## src/cbs_pkg.sv

```systemverilog
// Package for the cartridge bank switcher.
// Holds the configuration type, register indexes, item modes and decode constants.
// Depends on nothing.
package cbs_pkg;

    localparam int ROM_BYTES_DEF  = 32768;
    localparam int BANK_BYTES_DEF = 4096;
    localparam int RAM_BYTES_DEF  = 128;

    localparam int CFG_AW = 4;
    localparam int CFG_DW = 32;

    typedef enum logic [1:0] {
        REG_BANK_MODE = 2'd0,
        REG_SMALL_ROM = 2'd1,
        REG_XRAM_EN   = 2'd2,
        REG_NONE      = 2'd3
    } t_reg_idx;

    typedef enum logic [1:0] {
        MODE_READ  = 2'd0,
        MODE_WRITE = 2'd1,
        MODE_LOAD  = 2'd2,
        MODE_NONE  = 2'd3
    } t_mode;

    typedef enum logic [1:0] {
        BANK_NONE = 2'd0,
        BANK_F8   = 2'd1,
        BANK_F6   = 2'd2,
        BANK_F4   = 2'd3
    } t_bank_mode;

    typedef struct packed {
        t_bank_mode bank_mode;
        logic       small_rom;
        logic       xram_en;
    } t_cfg;

    localparam logic [11:0] MASK_4K   = 12'h0FFF;
    localparam logic [11:0] MASK_2K   = 12'h07FF;
    localparam logic [11:0] HOT_F8_LO = 12'hFF8;
    localparam logic [11:0] HOT_F8_HI = 12'hFF9;
    localparam logic [11:0] HOT_F6_LO = 12'hFF6;
    localparam logic [11:0] HOT_F4_LO = 12'hFF4;
    localparam logic [11:0] HOT_F4_HI = 12'hFFB;
    localparam logic [11:0] XRAM_RD_LO = 12'h080;
    localparam logic [11:0] XRAM_RD_HI = 12'h100;
    localparam logic [11:0] XRAM_WR_HI = 12'h080;
    localparam logic [6:0]  XRAM_MASK  = 7'h7F;

endpackage

```

## src/cbs_cfg_regs.sv

```systemverilog
// Configuration registers of the cartridge bank switcher behind an APB-style port.
// Depends on cbs_pkg for the register indexes and the configuration struct.
module cbs_cfg_regs (
    input  logic                        i_clk,
    input  logic                        i_rst_n,
    input  logic                        psel,
    input  logic                        penable,
    input  logic                        pwrite,
    input  logic [cbs_pkg::CFG_AW-1:0]  paddr,
    input  logic [cbs_pkg::CFG_DW-1:0]  pwdata,
    output logic [cbs_pkg::CFG_DW-1:0]  prdata,
    output logic                        pready,
    output cbs_pkg::t_cfg               o_cfg
);
    import cbs_pkg::*;

    t_cfg     r_cfg;
    t_reg_idx w_idx;
    logic     w_wr;

    assign pready = 1'b1;
    assign w_idx  = t_reg_idx'(paddr[3:2]);
    assign w_wr   = psel && penable && pwrite;
    assign o_cfg  = r_cfg;

    always_ff @(posedge i_clk) begin
        if (!i_rst_n) begin
            r_cfg <= '{bank_mode: BANK_NONE, small_rom: 1'b0, xram_en: 1'b0};
        end else if (w_wr) begin
            case (w_idx)
                REG_BANK_MODE: r_cfg.bank_mode <= t_bank_mode'(pwdata[1:0]);
                REG_SMALL_ROM: r_cfg.small_rom <= pwdata[0];
                REG_XRAM_EN:   r_cfg.xram_en   <= pwdata[0];
                default: begin
                end
            endcase
        end
    end

    always_comb begin
        case (w_idx)
            REG_BANK_MODE: prdata = {{(CFG_DW-2){1'b0}}, r_cfg.bank_mode};
            REG_SMALL_ROM: prdata = {{(CFG_DW-1){1'b0}}, r_cfg.small_rom};
            REG_XRAM_EN:   prdata = {{(CFG_DW-1){1'b0}}, r_cfg.xram_en};
            default:       prdata = '0;
        endcase
    end

endmodule

```

## config.mk

```make
export PLATFORM = sky130hd
export DESIGN_NAME = cbs_cfg_regs
export DESIGN_NICKNAME = d
export VERILOG_FILES = /design/src/cbs_pkg.sv /design/src/cbs_cfg_regs.sv
export SDC_FILE = /design/constraint.sdc
export NUM_CORES = 1
export LEC_CHECK = 0
export BUFFER_PORTS_ARGS = -buffer_cell sky130_fd_sc_hd__buf_2
export CORE_MARGIN = 1.5
export CORE_UTILIZATION = 29
export CTS_CLUSTER_SIZE = 28
export DETAILED_ROUTE_END_ITERATION = 12
export GPL_ROUTABILITY_DRIVEN = 0
export PLACE_DENSITY_LB_ADDON = 0.08
export RECOVER_POWER = 50
export SYNTH_ARGS = -nofsm -noshare
export SYNTH_HDL_FRONTEND = slang
export SYNTH_SLANG_ARGS = --single-unit
```

## constraint.sdc

```tcl
create_clock -name i_clk -period 1.5 [get_ports i_clk]
set_input_delay 0.225 -clock i_clk [delete_from_list [all_inputs] [get_ports i_clk]]
set_output_delay 0.225 -clock i_clk [all_outputs]
set_load 0.1 [all_outputs]
```

# After elaboration in Yosys (flattened, before gate mapping)
# Index checks and enable logic that the tools add are counted.
# op_classes
n_eq_ne	2
mux	1
n_reduce_logical	6
# op_table
op	n
2-bit one-hot mux with 3 select lines	1
2-bit AND reduction	3
2-bit by 1-bit == test with 1-bit output (second input constant)	1
2-bit == test (second input constant)	1
1-bit logical AND	2
2-bit logical NOT	1
# word_totals
ff_bits	4
out_inout_bits	37

# Longest topological paths before layout
# Gate-level depths: netlist of run 1.
# logic_depth
ltp_word	3
mapped_depth	3
mapped_depth_nobuf	3

# Worst setup path after synthesis of run 1
# No wires, ideal clock.
# synth_path
path_type	register to output
start	register r_cfg (netlist bit o_cfg[3])
end	output port prdata[1] (netlist bit)
t_arrival_ns	3.252
required_time_ns	1.275
setup_slack_ns	-1.977
stages_incl_launch_ff	2
path_buffers	0
cell_sequence	dfxtp_1 -> nor3b_1
# synth_between
elab_chain_cells	1
# synth_lines
element	line	text
start, declared	cbs_cfg_regs.sv:17	t_cfg r_cfg;
start signal, assigned	cbs_cfg_regs.sv:28	r_cfg <= '{bank_mode: BANK_NONE, small_rom: 1'b0, xram_en: 1'b0};
2-bit one-hot mux with 3 select lines	cbs_cfg_regs.sv:41	case (w_idx)
end, declared	cbs_cfg_regs.sv:11	output logic [cbs_pkg::CFG_DW-1:0] prdata,
# Every way passes these cells.

# Worst setup path in the final report of run 1
# layout_path
start	register r_cfg (netlist bit o_cfg[1])
end	output port prdata[0] (netlist bit)
# The elaborated chain is that of the path after synthesis.

==> impl_metrics.json, run 1 <==
{
  "crit_path_start_kind": "flop",
  "tritoncts": "done",
  "finClkSkew_ns": 0,
  "place_worst_setup_slack_ns": 0.325,
  "syn_inst": 55,
  "share_of_cells_above_drive_strength_1_pct": 33.8,
  "chipHeight_um": 42.7,
  "antenna-diode-count": 0,
  "max-vdd-ir-drop_v": 0.000645,
  "grt_setup_unrepaired": "false",
  "fin_tns_setup_ns": 0,
  "cts.sinks": 4,
  "cts_inserted_buffers": 3,
  "required_ns": 1.27,
  "relSlewSlack_pct": 64.3,
  "r2r_end": "o_cfg[0]$_SDFFE_PN0P_",
  "rrSetupSlack_ns": 0.92,
  "cts_buffer_depth": 2,
  "io_buffer_count": 14,
  "maxClockFrequency_mhz": 787,
  "mappedNetlistArea_um2": 458,
  "wirelength_um": 664,
  "post_cts_resize_count": 0,
  "power_leakage_nw": 0.253,
  "setup.worst_path.end_class": "primary output",
  "first_iter_violations": 1,
  "worst-slew-pin-transition_ns": 0.538,
  "clk_pin_slew_ns": 0.04,
  "crit_path_kind": "flop to primary output",
  "status": "complete, no violations",
  "detail_route.wl_per_cell_um": 7.63,
  "synth-seq-area-share_pct": 17.5,
  "r2r-start": "o_cfg[0]$_SDFFE_PN0P_",
  "final_antenna_net_count": 0,
  "area_delta_synth_final_pct": 9.84,
  "cts.repair_timing.setup_buffer_count": 0,
  "antenna_found_initial": 0,
  "finalSetupViolations": 0,
  "hold_path_class": "input port to flop",
  "layout_worst_path_cycle_share_pct": 84.7,
  "finish.utilization_pct": 33.8,
  "clk_latency_ns": 0.23,
  "largest_register_ffs": 4,
  "final.setup.worst_slack_ns": 0.229,
  "vias_in_the_first_global_route": 238,
  "total_grt_overflow": 0,
  "dp.final_hpwl_um": 582,
  "critical_path.startpoint": "o_cfg[1]$_SDFFE_PN0P_",
  "post_synthesis_register_bit_count": 4,
  "routed_via_density": 3.53,
  "std_cell_rows": 14,
  "drt_first_pass_iters": 2,
  "fin_hold_ws_ns": 0.228,
  "synthDistinctLibCells": 11,
  "slew_viol_final": 0,
  "cts.hold.buffers_added": 0,
  "worst_setup_path_endpoint": "prdata[0]",
  "io_pins": 78,
  "grt_start_max_net_pins": 7,
  "grt_pass1_wl_um": 986,
  "clock_tree.htree_level_count": 1,
  "ys.warnings.count": 0,
  "timing.final.hold_violations": 0,
  "cts-root-buf": "clkbuf_4",
  "final_nets": 113,
  "detailroute.via_count": 307,
  "all_layer_global_routing_usage_pct": 7.90,
  "synthesis.area_per_instance_um2": 8.33,
  "die-width_um": 42.7,
  "crit_path_max_fanout": 3,
  "design_power_total_w": 0.000633,
  "floorplan.initialDensity_pct": 30.8,
  "cp_data_arrival_time_ns": 1.05,
  "core_area_um2": 1490,
  "p_per_area_nw_per_um2": 1260,
  "area_enclosed_by_the_die_boundary_um2": 1830,
  "worstRegToRegCells": 2,
  "maxCapViolations": 0,
  "route.detailed.drc": 0,
  "finalCriticalPeriod_ns": 1.27
}
==> kinds of logic after synthesis <==
group	after synthesis	synth area share (%)
compound gates	1	1.09
buf+inv	31	50.8
flops	4	17.5
mux	5	10.9
other cells	2	1.64
simple gates	12	18.0
==> layout by cell type, fill, tap and decap left out <==
| master | Yosys | routed |
|---|---|---|
| nor3_1 | 0 | 1 |
| nand3b_1 | 1 | 1 |
| nand2_1 | 6 | 6 |
| nor3b_1 | 1 | 2 |
| nor3b_4 | 0 | 1 |
| dfxtp_4 | 0 | 3 |
| clkbuf_4 | 0 | 3 |
| dfxtp_2 | 0 | 1 |
| buf_2 | 0 | 10 |
| clkbuf_2 | 0 | 1 |
| buf_12 | 0 | 2 |
| nand3_2 | 1 | 1 |
| conb_1 | 2 | 31 |
| mux2i_1 | 5 | 4 |
| mux2i_2 | 0 | 1 |
| o21ai_4 | 0 | 1 |
| clkbuf_1 | 0 | 2 |
==> critical path, cell delays in order (launching register included) <==
cell     delay [ns]
dfxtp_4        0.34
mux2i_2        0.20
o21ai_4        0.09
buf_12         0.17
==> worst min path at each step <==
| stage | from | slack [ns] | end | depth (start not counted) |
|---|---|---|---|---|
| 6_report | pwdata[1] | 0.23 | o_cfg[3]$_SDFFE_PN0P_ | 3 |
| 5_1_grt | pwdata[1] | 0.22 | o_cfg[3]$_SDFFE_PN0P_ | 3 |
| 3_5_place_dp | o_cfg[1]$_SDFFE_PN0P_ | 0.47 | o_cfg[1]$_SDFFE_PN0P_ | 2 |
| 2_1_floorplan | pwdata[1] | 0.36 | o_cfg[3]$_SDFFE_PN0P_ | 2 |
| 3_3_place_gp | o_cfg[0]$_SDFFE_PN0P_ | 0.46 | o_cfg[0]$_SDFFE_PN0P_ | 2 |
| 4_1_cts | pwdata[1] | 0.23 | o_cfg[3]$_SDFFE_PN0P_ | 3 |
==> layer usage <==
layer | GRT usage, % | vias to the layer above | routed length (um)
met5 | 0 | - | 0
met4 | 7.50 | 0 | 20
met3 | 4.68 | 4 | 108
met2 | 10.9 | 27 | 284
met1 | 8.07 | 131 | 251
li1 | - | 145 | -
==> metrics by stage <==
stage / cell area [um2] / std cells
2_1_floorplan: 606 / 84
3_3_place_gp: 493 / 83
3_5_place_dp: 493 / 83
4_1_cts: 519 / 87
5_1_grt: 503 / 87
6_report: 503 / 87
==> synth_stat cells (all sizes together) <==
master,instances,share of area (%)
nor3,1,2.2
buf,31,51
mux2i,5,11
nand3,1,2.2
nor3b,3,7.1
nand2,6,4.9
o21ai,1,1.1
dfxtp,4,17
nand3b,1,1.6
conb,2,1.6
==> layout make-up <==
| type | instances | area (um2) |
|---|---|---|
| clock buffer | 4 | 26.3 |
| tap | 16 | 20.0 |
| sequential | 4 | 92.6 |
| multi-input combinational | 49 | 265 |
| fill | 173 | 986 |
| timing repair buffer | 14 | 98.8 |
==> power breakdown <==
group,switching [W],internal (W),leakage [nW]
logic,0.000365,0.0000154,0.202
clock network,0.0000472,0.000100,0.0150
registers,0.00000122,0.000104,0.0352
Note: power is estimated with default switching activity, not from simulation.
==> run 2: changes to the inputs <==
--- a/config.mk
+++ b/config.mk
@@ -5,9 +5,10 @@
 export SDC_FILE = /design/constraint.sdc
 export NUM_CORES = 1
 export LEC_CHECK = 0
+export ABC_AREA = 1
 export BUFFER_PORTS_ARGS = -buffer_cell sky130_fd_sc_hd__buf_2
 export CORE_MARGIN = 1.5
-export CORE_UTILIZATION = 29
+export CORE_UTILIZATION = 27
 export CTS_CLUSTER_SIZE = 28
 export DETAILED_ROUTE_END_ITERATION = 12
 export GPL_ROUTABILITY_DRIVEN = 0
==> constraint.sdc (replaced) <==
create_clock -name i_clk -period 1.22 [get_ports i_clk]
set_input_delay 0.183 -clock i_clk [delete_from_list [all_inputs] [get_ports i_clk]]
set_output_delay 0.183 -clock i_clk [all_outputs]
set_load 0.1 [all_outputs]
==> run 2 against run 1 <==
Against the previous run:
- the flow now finishes with violations (DRC)
- final cell count increased by 20%
- critical path type unchanged
- first-iteration DRC count grew to 4.0 times the previous value
- utilization rose by 3.0 points
- non-clock buffer count up 1
- sequential share of layout area shrank 1.8 points
- highest routed layer unchanged
- die area up 9.3%
==> impl_metrics.json, run 2 <==
{
  "crit_path_start_kind": "flop",
  "synth-seq-area-share_pct": 17.1,
  "cts_inserted_buffers": 3,
  "hold_path_class": "input port to flop",
  "placed_area_um2": 568,
  "cp_num_buf_inv": 1,
  "wirelength_um": 727,
  "multi_input_area_um2": 263,
  "synthesis.area_per_instance_um2": 6.52,
  "fin_hold_ws_ns": 0.196,
  "ys.warnings.count": 0,
  "dp.final_hpwl_um": 652,
  "final_nets": 131,
  "synthArstFlopShare_pct": 0,
  "post_synthesis_register_bit_count": 4,
  "worstRegToRegCells": 2,
  "cts.repair_timing.setup_buffer_count": 0,
  "cell_type_with_the_highest_aggregate_area_in_the_netlist": "buf_4",
  "mappedNetlistArea_um2": 469,
  "cts.hold.buffers_added": 0,
  "clock_tree.htree_level_count": 1,
  "std_cell_rows": 14,
  "chipHeight_um": 44.7,
  "slew_viol_final": 0,
  "floorplan.initialDensity_pct": 30.1,
  "netlist_top_cells_count": "buf_4 (31), nor2_1 (11), nand2_1 (9)",
  "power_leakage_nw": 0.311,
  "drt_first_pass_iters": 7,
  "crit_path_kind": "flop to primary output",
  "timing.critical_path.slowest_cell_delay_ns": 0.36,
  "cts-root-buf": "clkbuf_4",
  "total_grt_overflow": 0,
  "area_enclosed_by_the_die_boundary_um2": 2000,
  "setup.worst_path.end_class": "primary output",
  "status": "finished, violations left",
  "grt_setup_unrepaired": "false",
  "post_cts_resize_count": 0,
  "violations": "DRC",
  "share_of_cells_above_drive_strength_1_pct": 27.3,
  "count_leader_synth": "buf_4",
  "grt_start_max_net_pins": 7,
  "layout_common_cells": "conb_1 (31), nor2_1 (10), nand2_1 (9), buf_2 (7)",
  "synth_edf_count": 0,
  "clk_latency_ns": 0.23,
  "finalCriticalPeriod_ns": 1.13,
  "syn_inst": 72,
  "timing.final.hold_violations": 0,
  "synthFlopType": "dfxtp_1",
  "cp_cell_sequence": "nand2_1 -> nand3_4 -> buf_12",
  "finClkSkew_ns": 0,
  "routed_via_density": 3.45,
  "detail_route.wl_per_cell_um": 6.99,
  "clk_pin_slew_ns": 0.04,
  "maxCapViolations": 0,
  "required_ns": 1.04,
  "yosysTopAreaCellShare_pct": 49.6,
  "final_antenna_net_count": 0,
  "cts.sinks": 4,
  "crit_path_max_fanout": 3,
  "timing.critical_path.depth": 3,
  "first_iter_violations": 4,
  "synthDistinctLibCells": 9,
  "antenna_found_initial": 0,
  "grt_pass1_wl_um": 1080,
  "p_per_area_nw_per_um2": 1390,
  "crit_family": "flip-flops",
  "layout_worst_path_cycle_share_pct": 92.6,
  "ff_latch_area_um2": 95.1,
  "cp_data_arrival_time_ns": 0.95,
  "final.setup.worst_slack_ns": 0.0904,
  "vias_in_the_first_global_route": 281,
  "cts_buffer_depth": 2,
  "layout_commonest_cell": "conb_1",
  "max-vdd-ir-drop_v": 0.000645,
  "ys_top_cells_by_area": "buf_4 (50%), dfxtp_1 (17%), nor2_1 (8.8%)",
  "place_worst_setup_slack_ns": 0.133,
  "io_pins": 78,
  "antenna-diode-count": 0,
  "finalSetupViolations": 0,
  "post-route-cell-area_um2": 573,
  "io_buffer_count": 14,
  "hold-path-cell-count": 3,
  "cpMaxStageDelayCell": "dfxtp_4",
  "detailroute.via_count": 359,
  "num-fill-cells": 175,
  "largest_register_ffs": 4,
  "tritoncts": "done",
  "design_power_total_w": 0.000796,
  "area_delta_synth_final_pct": 22.1,
  "all_layer_global_routing_usage_pct": 7.50,
  "maxClockFrequency_mhz": 885,
  "die-width_um": 44.7,
  "core_area_um2": 1560,
  "route.detailed.drc": 4
}
-- run 2: changes by cell type after synthesis --
cell,before,now
nand3_1,0,6
nor2_4,0,1
nor2_1,0,11
a21oi_1,0,2
nand3b_1,1,0
mux2i_1,5,0
nor3_2,1,0
o21ai_0,1,0
inv_1,0,6
nor3b_2,2,0
nand2_1,6,9
nand3_2,1,0
nor3b_1,1,0
-- run 2: per-stage QoR --
step	instances	setup TNS [ns]	utilization (%)
after detailed placement	101	0	36.4
after global routing	104	0	36.8
after global placement	101	0	36.4
after floorplan	101	-0.0377	-
after CTS	104	0	37.9
final	104	0	36.8
-- run 2: area by class of cell --
cell class	count	area share, %
Clock buffer	3	3.93
Inverter	6	3.93
Multi-Input combinational cell	60	45.9
Sequential cell	4	16.6
Tap cell	16	3.49
Timing Repair Buffer	15	26.2
-- run 2: per-layer routing --
| metal | part of all wire (%) | vias to the layer above | track usage [%] | wire [um] |
|---|---|---|---|---|
| li1 | - | 186 | - | - |
| met1 | 42 | 143 | 9.51 | 306 |
| met2 | 45 | 28 | 11.3 | 324 |
| met3 | 11 | 2 | 1.22 | 81 |
| met5 | 0 | - | 0 | 0 |
| met4 | 1.9 | 0 | 5.45 | 14 |
-- run 2: power by group --
group	total [W]	leakage (nW)	switching, W	internal [W]
Combinational	0.000501	0.261	0.000470	0.0000312
Clock	0.000164	0.0138	0.0000544	0.000110
Sequential	0.000131	0.0355	0.00000338	0.000128
Total	0.000796	0.311	0.000527	0.000269
-- run 2: kinds of logic (layout without fill, tap and decap cells) --
kind of cell / after synthesis / count (layout) / share of synthesized area (%)
buf+inv: 37 / 24 / 54.4
compound gates: 2 / 2 / 2.13
other cells: 2 / 31 / 1.60
simple gates: 27 / 27 / 24.8
flops: 4 / 4 / 17.1
-- run 2: worst min-delay path, stage by stage --
cell	delay, ns
buf_2	0.12
nand2_1	0.06
nor2_1	0.03
-- run 2: worst paths after layout --
path | startpoint | endpoint | slack, ns
max | o_cfg[0]$_SDFFE_PN0P_ | prdata[0] | 0.09
min | i_rst_n | o_cfg[3]$_SDFFE_PN0P_ | 0.20
max reg2reg | o_cfg[0]$_SDFFE_PN0P_ | o_cfg[0]$_SDFFE_PN0P_ | 0.60
min reg2reg | o_cfg[2]$_SDFFE_PN0P_ | o_cfg[2]$_SDFFE_PN0P_ | 0.50
==> run 3: changes to the inputs <==
==> constraint.sdc (replaced) <==
create_clock -name i_clk -period 1.2 [get_ports i_clk]
set_input_delay 0.18 -clock i_clk [delete_from_list [all_inputs] [get_ports i_clk]]
set_output_delay 0.18 -clock i_clk [all_outputs]
set_load 0.1 [all_outputs]
==> run 3 against run 2 <==
Against the previous run:
- the flow still finishes with violations (DRC)
- clock power is essentially flat
- utilization increased by 0.96 points
- setup slack got worse by 0.018 ns
==> impl_metrics.json, run 3 (synthesis gave the netlist of run 2 again) <==
{
  "hold-path-cell-count": 3,
  "maxClockFrequency_mhz": 887,
  "violations": "DRC",
  "layout_worst_path_cycle_share_pct": 94.0,
  "floorplan.initialDensity_pct": 30.1,
  "met1_routing_resource_usage_after_global_routing_pct": 9.51,
  "setup.worst_path.end_class": "primary output",
  "first_iter_violations": 8,
  "cp_cell_sequence": "nand2_1 -> nand3_4 -> buf_12",
  "total_grt_overflow": 0,
  "routed_via_density": 3.47,
  "layout_commonest_cell": "conb_1",
  "crit_path_max_fanout": 3,
  "final_nets": 133,
  "timing.critical_path.depth": 3,
  "crit_path_kind": "flop to primary output",
  "cp_data_arrival_time_ns": 0.95,
  "die-width_um": 44.7,
  "cts.repair_timing.setup_buffer_count": 0,
  "cts.sinks": 4,
  "layout_common_cells": "conb_1 (31), nor2_1 (10), nand2_1 (9), buf_2 (7), clkbuf_4 (6)",
  "tritoncts": "done",
  "cts.hold.buffers_added": 0,
  "num-fill-cells": 165,
  "cts-root-buf": "clkbuf_4",
  "slew_viol_final": 0,
  "grt_start_max_net_pins": 7,
  "post-route-cell-area_um2": 588,
  "status": "finished, violations left",
  "area_enclosed_by_the_die_boundary_um2": 2000,
  "antenna_found_initial": 0,
  "dp.final_hpwl_um": 647,
  "design_power_total_w": 0.000814,
  "cts_inserted_buffers": 3,
  "timing.critical_path.slowest_cell_delay_ns": 0.36,
  "fin_tns_setup_ns": 0,
  "required_ns": 1.02,
  "detailroute.via_count": 368,
  "finalSetupViolations": 0,
  "std_cell_rows": 14,
  "placed_area_um2": 583,
  "crit_path_start_kind": "flop",
  "grt_pass1_wl_um": 1010,
  "antenna-diode-count": 0,
  "clk_latency_ns": 0.23,
  "hold_path_class": "input port to flop",
  "drt_first_pass_iters": 7,
  "grt_setup_unrepaired": "false",
  "maxCapViolations": 0,
  "cts_buffer_depth": 2,
  "chipHeight_um": 44.7,
  "worstRegToRegCells": 2,
  "grt.met2_usage_pct": 9.86,
  "crit_family": "flip-flops",
  "cp_num_buf_inv": 1,
  "timing.final.hold_violations": 0,
  "io_buffer_count": 14,
  "area_delta_synth_final_pct": 25.3,
  "clk_pin_slew_ns": 0.04,
  "largest_register_ffs": 4,
  "max-vdd-ir-drop_v": 0.000661,
  "clock_tree.htree_level_count": 1,
  "finClkSkew_ns": 0,
  "io_pins": 78,
  "finalCriticalPeriod_ns": 1.13,
  "all_layer_global_routing_usage_pct": 7.08,
  "groute.layer.met3.usage_pct": 1.22,
  "share_of_cells_above_drive_strength_1_pct": 28.9,
  "post_cts_resize_count": 0,
  "cpMaxStageDelayCell": "dfxtp_4",
  "detail_route.wl_per_cell_um": 6.94,
  "p_per_area_nw_per_um2": 1380,
  "vias_in_the_first_global_route": 260,
  "grt-busiest-layer": "met2",
  "core_area_um2": 1560,
  "fin_hold_ws_ns": 0.193,
  "wirelength_um": 736,
  "final_antenna_net_count": 0,
  "route.detailed.drc": 4,
  "power_leakage_nw": 0.320
}
==> run 3: path summary, 6_finish.rpt <==
path                                end                  start  slack (ns)
hold reg to reg   o_cfg[2]$_SDFFE_PN0P_  o_cfg[2]$_SDFFE_PN0P_        0.50
setup / recovery              prdata[0]  o_cfg[0]$_SDFFE_PN0P_        0.07
hold / removal    o_cfg[0]$_SDFFE_PN0P_                i_rst_n        0.19
setup reg to reg  o_cfg[1]$_SDFFE_PN0P_  o_cfg[1]$_SDFFE_PN0P_        0.57
==> run 3: routing by layer <==
layer  vias up  wire length (um)
met2        28               318
met4         0                14
met1       148               323
li1        190                 -
met3         2                79
met5         -                 0
==> run 3: cell type report <==
class / count / area (um2) / share of cell area, %
inverters: 6 / 22.5 / 3.83
flip-flops and latches: 4 / 95.1 / 16.2
multi-input cells: 60 / 263 / 44.7
repair buffers: 17 / 165 / 28.1
well taps: 16 / 20.0 / 3.40
clock buffers: 3 / 22.5 / 3.83
==> run 3: power breakdown <==
| group | switching [W] | internal (W) |
|---|---|---|
| combinational | 0.000478 | 0.0000354 |
| sequential | 0.00000340 | 0.000130 |
| clock | 0.0000547 | 0.000112 |
| total | 0.000536 | 0.000277 |
==> run 3: worst min-delay path: stages <==
cell,delay (ns)
buf_2,0.12
nand2_1,0.06
nor2_1,0.03
==> run 3: through the flow <==
step	util [%]	setup WS, ns	std cells
after CTS	38.8	0.0495	106
final	37.7	0.0723	106
after global routing	37.7	0.0454	106
after floorplan	-	-0.0547	101
after detailed placement	37.4	0.176	103
after global placement	37.4	0.184	103
